==> src/sv/dfq_pkg.sv <==
// Package for the dynamic flight qualifier: register map, reset values,
// detection thresholds and the structs passed between the qualifier modules.
// No dependencies.
package dfq_pkg;

  localparam int unsigned ADDR_W = 4;
  localparam int unsigned DATA_W = 32;

  // register indexes (byte address = 4 * index)
  typedef enum logic [1:0] {
    REG_SPEED_THRESHOLD = 2'd0,
    REG_DWELL_COUNT     = 2'd1,
    REG_TRIM_SLEW_LIMIT = 2'd2
  } reg_idx_t;

  localparam logic [15:0] SPEED_THRESHOLD_RST = 16'd250;
  localparam logic [6:0]  DWELL_COUNT_RST     = 7'd100;
  localparam logic [9:0]  TRIM_SLEW_LIMIT_RST = 10'd400;

  localparam logic [9:0]         THROTTLE_MOVING_MILLI = 10'd800;
  localparam logic signed [15:0] PITCH_MOVING_CDEG     = -16'sd1500;
  localparam logic [15:0]        RANGE_MOVING_CM       = 16'd200;

  typedef struct packed {
    logic [15:0] speed_threshold_cms;
    logic [6:0]  dwell_count;
    logic [9:0]  trim_slew_limit;
  } cfg_t;

  typedef struct packed {
    logic               spool_unlimited;
    logic               mode_landing;
    logic               position_valid;
    logic [15:0]        speed_xy_cms;
    logic [9:0]         throttle_milli;
    logic signed [15:0] pitch_cdeg;
    logic               range_good;
    logic [15:0]        range_cm;
  } motion_t;

endpackage

==> src/sv/dfq_regs.sv <==
// Configuration register file behind the APB-style port.
// Depends on dfq_pkg.
module dfq_regs (
  input  logic                          clk,
  input  logic                          rst,
  input  logic                          psel,
  input  logic                          penable,
  input  logic                          pwrite,
  input  logic [dfq_pkg::ADDR_W-1:0]    paddr,
  input  logic [dfq_pkg::DATA_W-1:0]    pwdata,
  output logic [dfq_pkg::DATA_W-1:0]    prdata,
  output logic                          pready,
  output dfq_pkg::cfg_t                 cfg
);
  import dfq_pkg::*;

  reg_idx_t idx;
  logic     wr_en;

  assign idx    = reg_idx_t'(paddr[ADDR_W-1:2]);
  assign pready = 1'b1;
  assign wr_en  = psel && penable && pwrite;

  always_ff @(posedge clk) begin
    if (rst) begin
      cfg.speed_threshold_cms <= SPEED_THRESHOLD_RST;
      cfg.dwell_count         <= DWELL_COUNT_RST;
      cfg.trim_slew_limit     <= TRIM_SLEW_LIMIT_RST;
    end else if (wr_en) begin
      case (idx)
        REG_SPEED_THRESHOLD: cfg.speed_threshold_cms <= pwdata[15:0];
        REG_DWELL_COUNT:     cfg.dwell_count         <= pwdata[6:0];
        REG_TRIM_SLEW_LIMIT: cfg.trim_slew_limit     <= pwdata[9:0];
        default: ;
      endcase
    end
  end

  always_comb begin
    prdata = '0;
    case (idx)
      REG_SPEED_THRESHOLD: prdata = {16'd0, cfg.speed_threshold_cms};
      REG_DWELL_COUNT:     prdata = {25'd0, cfg.dwell_count};
      REG_TRIM_SLEW_LIMIT: prdata = {22'd0, cfg.trim_slew_limit};
      default:             prdata = '0;
    endcase
  end

endmodule

==> src/sv/dfq_dwell.sv <==
// Movement detection plus dwell counter and dynamic-flight flag with hysteresis.
// Depends on dfq_pkg.
module dfq_dwell (
  input  logic             clk,
  input  logic             rst,
  input  logic             adv,
  input  dfq_pkg::cfg_t    cfg,
  input  dfq_pkg::motion_t mot,
  output logic             dyn_flag_next
);
  import dfq_pkg::*;

  logic       dyn_flag;
  logic [6:0] dwell_counter;
  logic [6:0] dwell_counter_next;
  logic       moving_primary;
  logic       moving;
  logic [6:0] cnt_inc;

  always_comb begin
    if (mot.position_valid) begin
      moving_primary = mot.speed_xy_cms >= cfg.speed_threshold_cms;
    end else begin
      moving_primary = (mot.throttle_milli > THROTTLE_MOVING_MILLI) ||
                       (mot.pitch_cdeg < PITCH_MOVING_CDEG);
    end
    moving = moving_primary || (mot.range_good && (mot.range_cm > RANGE_MOVING_CM));
  end

  assign cnt_inc = dwell_counter + 7'd1;

  always_comb begin
    dwell_counter_next = dwell_counter;
    dyn_flag_next      = dyn_flag;
    if (!mot.spool_unlimited || mot.mode_landing) begin
      dwell_counter_next = '0;
      dyn_flag_next      = 1'b0;
    end else if (moving) begin
      if (!dyn_flag) begin
        if (cnt_inc >= cfg.dwell_count) begin
          dyn_flag_next      = 1'b1;
          dwell_counter_next = cfg.dwell_count;
        end else begin
          dwell_counter_next = cnt_inc;
        end
      end
    end else if (dyn_flag) begin
      if (dwell_counter != 7'd0) begin
        dwell_counter_next = dwell_counter - 7'd1;
      end else begin
        dyn_flag_next = 1'b0;
      end
    end
  end

  always_ff @(posedge clk) begin
    if (rst) begin
      dwell_counter <= '0;
      dyn_flag      <= 1'b0;
    end else if (adv) begin
      dwell_counter <= dwell_counter_next;
      dyn_flag      <= dyn_flag_next;
    end
  end

endmodule

==> src/sv/dfq_trim.sv <==
// Hover roll trim slew counter, clamped to 0..trim_slew_limit.
// Depends on dfq_pkg.
module dfq_trim (
  input  logic          clk,
  input  logic          rst,
  input  logic          adv,
  input  dfq_pkg::cfg_t cfg,
  input  logic          ramp_down,
  output logic [9:0]    trim_slew_next
);
  import dfq_pkg::*;

  logic [9:0]  trim_slew;
  logic [10:0] stepped;

  always_comb begin
    if (ramp_down) begin
      stepped = (trim_slew == 10'd0) ? 11'd0 : {1'b0, trim_slew} - 11'd1;
    end else begin
      stepped = {1'b0, trim_slew} + 11'd1;
    end
    // clamp to ceiling; a lowered limit pulls the count down at once
    if (stepped > {1'b0, cfg.trim_slew_limit}) begin
      trim_slew_next = cfg.trim_slew_limit;
    end else begin
      trim_slew_next = stepped[9:0];
    end
  end

  always_ff @(posedge clk) begin
    if (rst) begin
      trim_slew <= '0;
    end else if (adv) begin
      trim_slew <= trim_slew_next;
    end
  end

endmodule

==> src/sv/dynamic_flight_qualifier_unit.sv <==
// Dynamic flight qualifier: top level with input register, result register, config port.
// A transaction taken into the input register moves to the result register, with out_valid
// high, when adv is set; a stalled result register holds it in the input register. Throughput
// one transaction per cycle while out_stall is low; dwell and slew state update once per item.
// in_stall is high only while the input register holds an item the stalled result
// register cannot take. Synchronous active-high reset clears pipeline valids,
// dwell/flag/slew state and restores register defaults (threshold 250, dwell 100,
// slew limit 400).
// Depends on dfq_pkg, dfq_regs, dfq_dwell, dfq_trim.
module dynamic_flight_qualifier_unit (
  input  logic                       clk,
  input  logic                       rst,
  // config port
  input  logic                       psel,
  input  logic                       penable,
  input  logic                       pwrite,
  input  logic [dfq_pkg::ADDR_W-1:0] paddr,
  input  logic [dfq_pkg::DATA_W-1:0] pwdata,
  output logic [dfq_pkg::DATA_W-1:0] prdata,
  output logic                       pready,
  // input channel
  input  logic                       in_valid,
  output logic                       in_stall,
  input  logic                       spool_unlimited,
  input  logic                       mode_landing,
  input  logic                       position_valid,
  input  logic [15:0]                speed_xy_cms,
  input  logic [9:0]                 throttle_milli,
  input  logic signed [15:0]         pitch_cdeg,
  input  logic                       range_good,
  input  logic [15:0]                range_cm,
  input  logic                       manual_throttle_mode,
  input  logic                       landed,
  input  logic                       auto_ready,
  input  logic                       rotor_demand_zero,
  // result channel
  output logic                       out_valid,
  input  logic                       out_stall,
  output logic                       fwd_flight,
  output logic                       landing_swash,
  output logic [9:0]                 hover_trim_count
);
  import dfq_pkg::*;

  cfg_t cfg;

  // input register stage
  logic    s1_valid;
  motion_t s1_mot;
  logic    s1_manual;
  logic    s1_landed;
  logic    s1_auto_ready;
  logic    s1_demand_zero;

  logic       out_free;   // result register can take a new transaction
  logic       adv;        // stage 1 item moves to result register, state commits
  logic       in_take;
  logic       dyn_flag_next;
  logic [9:0] trim_slew_next;
  logic       swash_next;

  assign out_free = !out_valid || !out_stall;
  assign adv      = s1_valid && out_free;
  // input register holds while its item cannot move on
  assign in_stall = s1_valid && !out_free;
  assign in_take  = in_valid && !in_stall;

  always_ff @(posedge clk) begin
    if (rst) begin
      s1_valid <= 1'b0;
    end else if (in_take) begin
      s1_valid <= 1'b1;
    end else if (adv) begin
      s1_valid <= 1'b0;
    end
  end

  always_ff @(posedge clk) begin
    if (in_take) begin
      s1_mot.spool_unlimited <= spool_unlimited;
      s1_mot.mode_landing    <= mode_landing;
      s1_mot.position_valid  <= position_valid;
      s1_mot.speed_xy_cms    <= speed_xy_cms;
      s1_mot.throttle_milli  <= throttle_milli;
      s1_mot.pitch_cdeg      <= pitch_cdeg;
      s1_mot.range_good      <= range_good;
      s1_mot.range_cm        <= range_cm;
      s1_manual              <= manual_throttle_mode;
      s1_landed              <= landed;
      s1_auto_ready          <= auto_ready;
      s1_demand_zero         <= rotor_demand_zero;
    end
  end

  dfq_regs u_regs (
    .clk     (clk),
    .rst     (rst),
    .psel    (psel),
    .penable (penable),
    .pwrite  (pwrite),
    .paddr   (paddr),
    .pwdata  (pwdata),
    .prdata  (prdata),
    .pready  (pready),
    .cfg     (cfg)
  );

  dfq_dwell u_dwell (
    .clk           (clk),
    .rst           (rst),
    .adv           (adv),
    .cfg           (cfg),
    .mot           (s1_mot),
    .dyn_flag_next (dyn_flag_next)
  );

  dfq_trim u_trim (
    .clk            (clk),
    .rst            (rst),
    .adv            (adv),
    .cfg            (cfg),
    .ramp_down      (s1_landed || s1_demand_zero),
    .trim_slew_next (trim_slew_next)
  );

  // landing swash uses the freshly updated flag; manual throttle never limits
  assign swash_next = !s1_manual &&
                      (s1_mot.mode_landing || s1_landed || !s1_auto_ready || !dyn_flag_next);

  // result register
  always_ff @(posedge clk) begin
    if (rst) begin
      out_valid <= 1'b0;
    end else if (out_free) begin
      out_valid <= s1_valid;
    end
  end

  always_ff @(posedge clk) begin
    if (adv) begin
      fwd_flight       <= dyn_flag_next;
      landing_swash    <= swash_next;
      hover_trim_count <= trim_slew_next;
    end
  end

endmodule
==> config.mk <==
export PLATFORM = sky130hd
export DESIGN_NAME = dynamic_flight_qualifier_unit
export DESIGN_NICKNAME = d
export VERILOG_FILES = /design/src/sv/dfq_pkg.sv /design/src/sv/dfq_regs.sv /design/src/sv/dfq_dwell.sv /design/src/sv/dfq_trim.sv /design/src/sv/dynamic_flight_qualifier_unit.sv
export SDC_FILE = /design/constraint.sdc
export NUM_CORES = 1
export LEC_CHECK = 0
export BUFFER_PORTS_ARGS = -buffer_cell sky130_fd_sc_hd__buf_2
export CAP_MARGIN = 20
export CORE_MARGIN = 2
export CORE_UTILIZATION = 40
export CTS_CLUSTER_SIZE = 8
export DETAILED_ROUTE_END_ITERATION = 12
export PLACE_DENSITY = 0.73
export REMOVE_ABC_BUFFERS = 1
export SLEW_MARGIN = 20
export SYNTH_ARGS = -nofsm -noshare
export SYNTH_HDL_FRONTEND = slang
export SYNTH_SLANG_ARGS = --single-unit
==> constraint.sdc <==
create_clock -name clk -period 5.3 [get_ports clk]
set_input_delay 0.53 -clock clk [delete_from_list [all_inputs] [get_ports clk]]
set_output_delay 0.53 -clock clk [all_outputs]
set_load 0.03 [all_outputs]
==> run summary <==
The startpoint identified for the worst register-to-register timing path is u_trim.trim_slew[0]. The clock insertion delay at the later pin of the skew report came out at 420 ps. The die covers 0.0175 sq mm. Across the run, the number of max-cap violations was 0.

By area, the combinational part of the netlist is dominated by compound AO/OA/AOI/OAI gates. The number of register bits inferred by synthesis came out at 129. The count of nets left with antenna violations once routing finished came out at 0. Summed over all nets, the half-perimeter wirelength after detailed placement is 10.6 mm. For this run, the total global-route usage over all layers was measured as 17.2%.

The final layout contains between 800 and 900 nets. The mean instance size in the synthesized netlist came out at 10.4 sq um. The clock period minus final worst setup slack came out at 3740 ps. By instance count, the leading cell after synthesis is sky130_fd_sc_hd__nand2_1. The critical path in this run is classified as reg -> reg. The top-level I/O count is 156.

CTS saw 129 sinks. The first-pass GRT wire length came out at 23.8 mm. The die boundary height came out at between 100 and 150 um. The number of remaining DRC errors came out at 0. The via count of the first global-routing pass was about 5000. The worst-margin pin slew is 948 ps. The initial standard-cell utilization of the core came out at 41.2%. The leakage power is 3.26 nW. The commonest cells after synthesis are sky130_fd_sc_hd__nand2_1, sky130_fd_sc_hd__edfxtp_1, sky130_fd_sc_hd__dfxtp_1. After routing, the total negative slack on setup checks comes to 0 ps. The total overflow left after global routing is 0. The DRC marker count from the first detailed-route iteration came out at around 360.

The design draws 2.74 mW. The worst hold path begins at speed_xy_cms[8]. The core region is 0.0160 sq mm.

The per-cell via count in the routed design came out at 5.07. The largest buffer count on any clock path is 2. The synthesized-area fraction occupied by ao, oa, aoi and oai cells came out at 16.2%. After layout, the worst setup slack is 1560 ps. The share of post-route cells with drive strength above 1 is between 20% and 30%. The cell count after synthesis came out at 636. The run finished with clean final reports. The worst clock skew on the final layout is 8.61 ps.

STA classifies the critical path endpoint as a flip-flop. The post-cts hold buffer count came out at 0. The total via count in the routed design came out at 4977. The worst setup path is launched from a flip-flop. The share of Yosys cell area claimed by the top area cell type came out at 34.6%. For this run, the leading register cell type out of synthesis is sky130_fd_sc_hd__edfxtp_1. The worst relative slew slack is roughly 37%. At the worst endpoint, the arrival time is 4050 ps. After clock tree synthesis, the setup repair step added 0 buffers. The yosys synthesis warning count came out at 0. Wires add up to 14.5 mm.

The peak fanout along the critical path came out at 8. After synthesis, the share of cell area in mux cells is 3.96%. The required time of the critical path came out at about 5600 ps. The share of the clock period used by the worst path is 70.5%. The endpoint identified for the worst register-to-register timing path is u_trim.trim_slew[0]. The xor/xnor share of the synthesized area came out at 1.59%. The synthesized netlist occupies a cell area of 0.00660 sq mm. The setup slack after placement is between 1500 and 2000 ps.

The area share of and/or/nand/nor cells after synthesis came out at 14.1%. After detailed routing, the average wire length per cell comes to 14.8 um. TritonCTS built the clock tree. sky130_fd_sc_hd__edfxtp_1 takes more of the synthesized area than any other cell. The number of antenna violations at the first check in global routing came out at 1.

The worst-case IR drop observed on VDD is 0.282 mV. Counting flops with a built-in enable in the synthesized netlist gives 76. The ratio of total power to cell area is 345 mW/mm^2.

The maximum achievable frequency came out at 0.268 GHz. The final weighted congestion in routability-driven placement is approximately 0.86. The path type of the worst min-delay path is in -> reg. The horizontal die dimension came out at between 100 and 150 um.

Setup violations remaining at the end of the flow were counted as 0. For this run, the detailed router's first-pass iteration total came to 5. During placement, the flow inserted port buffers numbering 118. The cell count of the worst reg-to-reg path is 14. The floorplan has 46 rows. The path with the worst hold slack has its endpoint at s1_mot[51].

Relative to the synthesized area, the layout overhead comes to 20.3%. The number of levels the H-tree was split into came out at 4. The area share of fa/ha/maj cells after synthesis came out at 7.21%. The fraction of registers with async set or reset after synthesis is 0%. The number of hold violations in the final report is 0. The maximum number of pins on one net before global-route repair is 65. The sequential cell area fraction in the yosys report is 50.7%. The clock input transition at the sequential cells of the worst setup and hold paths is 60 ps. The count of instances resized after the clock tree is built is 0. The instance count along the most critical hold path came out at 1. The number of clock buffers added by TritonCTS is 17. The minimum setup slack among reg-to-reg paths is between 1500 and 2000 ps.

The filler cell count is 1475. Setup repair after global routing left no endpoint under its margin. The clock tree root buffer cell is sky130_fd_sc_hd__clkbuf_16.

The number of unique standard cell types used by synthesis came out at 66. By area the synthesized netlist is led by sky130_fd_sc_hd__edfxtp_1, sky130_fd_sc_hd__dfxtp_1, sky130_fd_sc_hd__ha_1, sky130_fd_sc_hd__nand2_1, sky130_fd_sc_hd__a21oi_1. The count of final max-slew check failures is 0.
-- per-stage QoR --
stage	util [%]	std cells	hold WS [ps]	cell area, sq um
floorplan	-	607	430	6420
global placement	45.9	948	443	7340
detailed placement	45.9	948	446	7340
CTS	49.6	980	260	7930
global route	49.6	981	261	7930
finish	49.6	982	281	7930
-- metal layers --
layer	wire length, um	vias up	global-route usage [%]
li1	-	2489	-
met1	6210	2319	20.0
met2	7000	156	29.1
met3	1130	13	6.02
met4	181	0	7.11
met5	0	-	0
-- cells in the final DEF (no fill, tap or decap), types with 3 or more instances in the layout --
cell                        instances
sky130_fd_sc_hd__a211o_1            4
sky130_fd_sc_hd__dfxtp_1           53
sky130_fd_sc_hd__nand2b_1           9
sky130_fd_sc_hd__a2111oi_4          3
sky130_fd_sc_hd__buf_4              7
sky130_fd_sc_hd__mux2_2             8
sky130_fd_sc_hd__ha_1              38
sky130_fd_sc_hd__xnor2_1            7
sky130_fd_sc_hd__and3_1             7
sky130_fd_sc_hd__or3_1              4
sky130_fd_sc_hd__nor2_1            35
sky130_fd_sc_hd__inv_1             43
sky130_fd_sc_hd__inv_6              4
sky130_fd_sc_hd__a31oi_1            3
sky130_fd_sc_hd__o21ai_0           28
sky130_fd_sc_hd__nor2b_1            4
sky130_fd_sc_hd__o211a_1            7
sky130_fd_sc_hd__buf_2            118
sky130_fd_sc_hd__a211oi_1           3
sky130_fd_sc_hd__clkinv_4           3
sky130_fd_sc_hd__nand4_1            6
sky130_fd_sc_hd__clkbuf_16         17
sky130_fd_sc_hd__nand3_1           15
sky130_fd_sc_hd__xor2_1             5
sky130_fd_sc_hd__mux2i_1           16
sky130_fd_sc_hd__nand2_1           80
sky130_fd_sc_hd__nor3_1            17
sky130_fd_sc_hd__edfxtp_1          76
sky130_fd_sc_hd__conb_1            17
sky130_fd_sc_hd__nor4_1             6
sky130_fd_sc_hd__a21oi_1           44
sky130_fd_sc_hd__o21a_1             7
sky130_fd_sc_hd__o211ai_1          18
-- registers in the layout (all words and copies together) (netlist names), 7 cells and up --
register,flops
u_regs.cfg,33
u_dwell.dwell_counter,7
s1_mot,60
u_trim.trim_slew,10
hover_trim_count,10
-- worst max path at each step --
stage                             start                   to  slack, ps
floorplan                     out_stall        s1_auto_ready       1100
global placement    u_trim.trim_slew[0]  u_trim.trim_slew[0]       1650
detailed placement  u_trim.trim_slew[0]  u_trim.trim_slew[0]       1580
CTS                 u_trim.trim_slew[0]  u_trim.trim_slew[0]       1570
global route        u_trim.trim_slew[0]  u_trim.trim_slew[0]       1230
finish              u_trim.trim_slew[0]  u_trim.trim_slew[0]       1560
-- layout make-up --
type                            instances  area [sq um]  area share [%]
Sequential cell                       129          3340            42.1
Multi-Input combinational cell        434          2920            36.8
Timing Repair Buffer                  125           643            8.11
Inverter                               44           165            2.08
Tap cell                              216           270            3.41
Antenna cell                            2          5.00          0.0631
Clock inverter                         14           155            1.96
Clock buffer                           18           429            5.41
-- critical path, cell delays in order, from the launching register on --
cell and delay, ps:
sky130_fd_sc_hd__dfxtp_1 340, sky130_fd_sc_hd__inv_1 100, sky130_fd_sc_hd__ha_1 220, sky130_fd_sc_hd__nand2_1 140
sky130_fd_sc_hd__o31ai_4 360, sky130_fd_sc_hd__inv_2 70, sky130_fd_sc_hd__a221oi_1 250, sky130_fd_sc_hd__a21oi_1 110
sky130_fd_sc_hd__ha_1 320, sky130_fd_sc_hd__nand4_1 110, sky130_fd_sc_hd__nor3_1 580, sky130_fd_sc_hd__o21ai_2 200
sky130_fd_sc_hd__nor2_4 230, sky130_fd_sc_hd__mux2_1 390, sky130_fd_sc_hd__o211a_1 220
-- cells by family (layout without fill, tap and decap cells) --
logic type                 count (synthesis)  count (layout)
adders and majority gates                 38              38
other                                      2              19
DFF                                      129             129
AOI/OAI and AO/OA                        145             145
buffers and inverters                     88             201
muxes                                     25              25
and+or+nand+nor                          197             197
xor gates and xnor gates                  12              12
-- where the power goes --
group | switching, mW | total (mW) | internal (mW)
Clock | 0.449 | 1.15 | 0.699
Sequential | 0.0308 | 1.16 | 1.13
Combinational | 0.268 | 0.432 | 0.164
No activity file was read; power rests on OpenSTA's default activity.
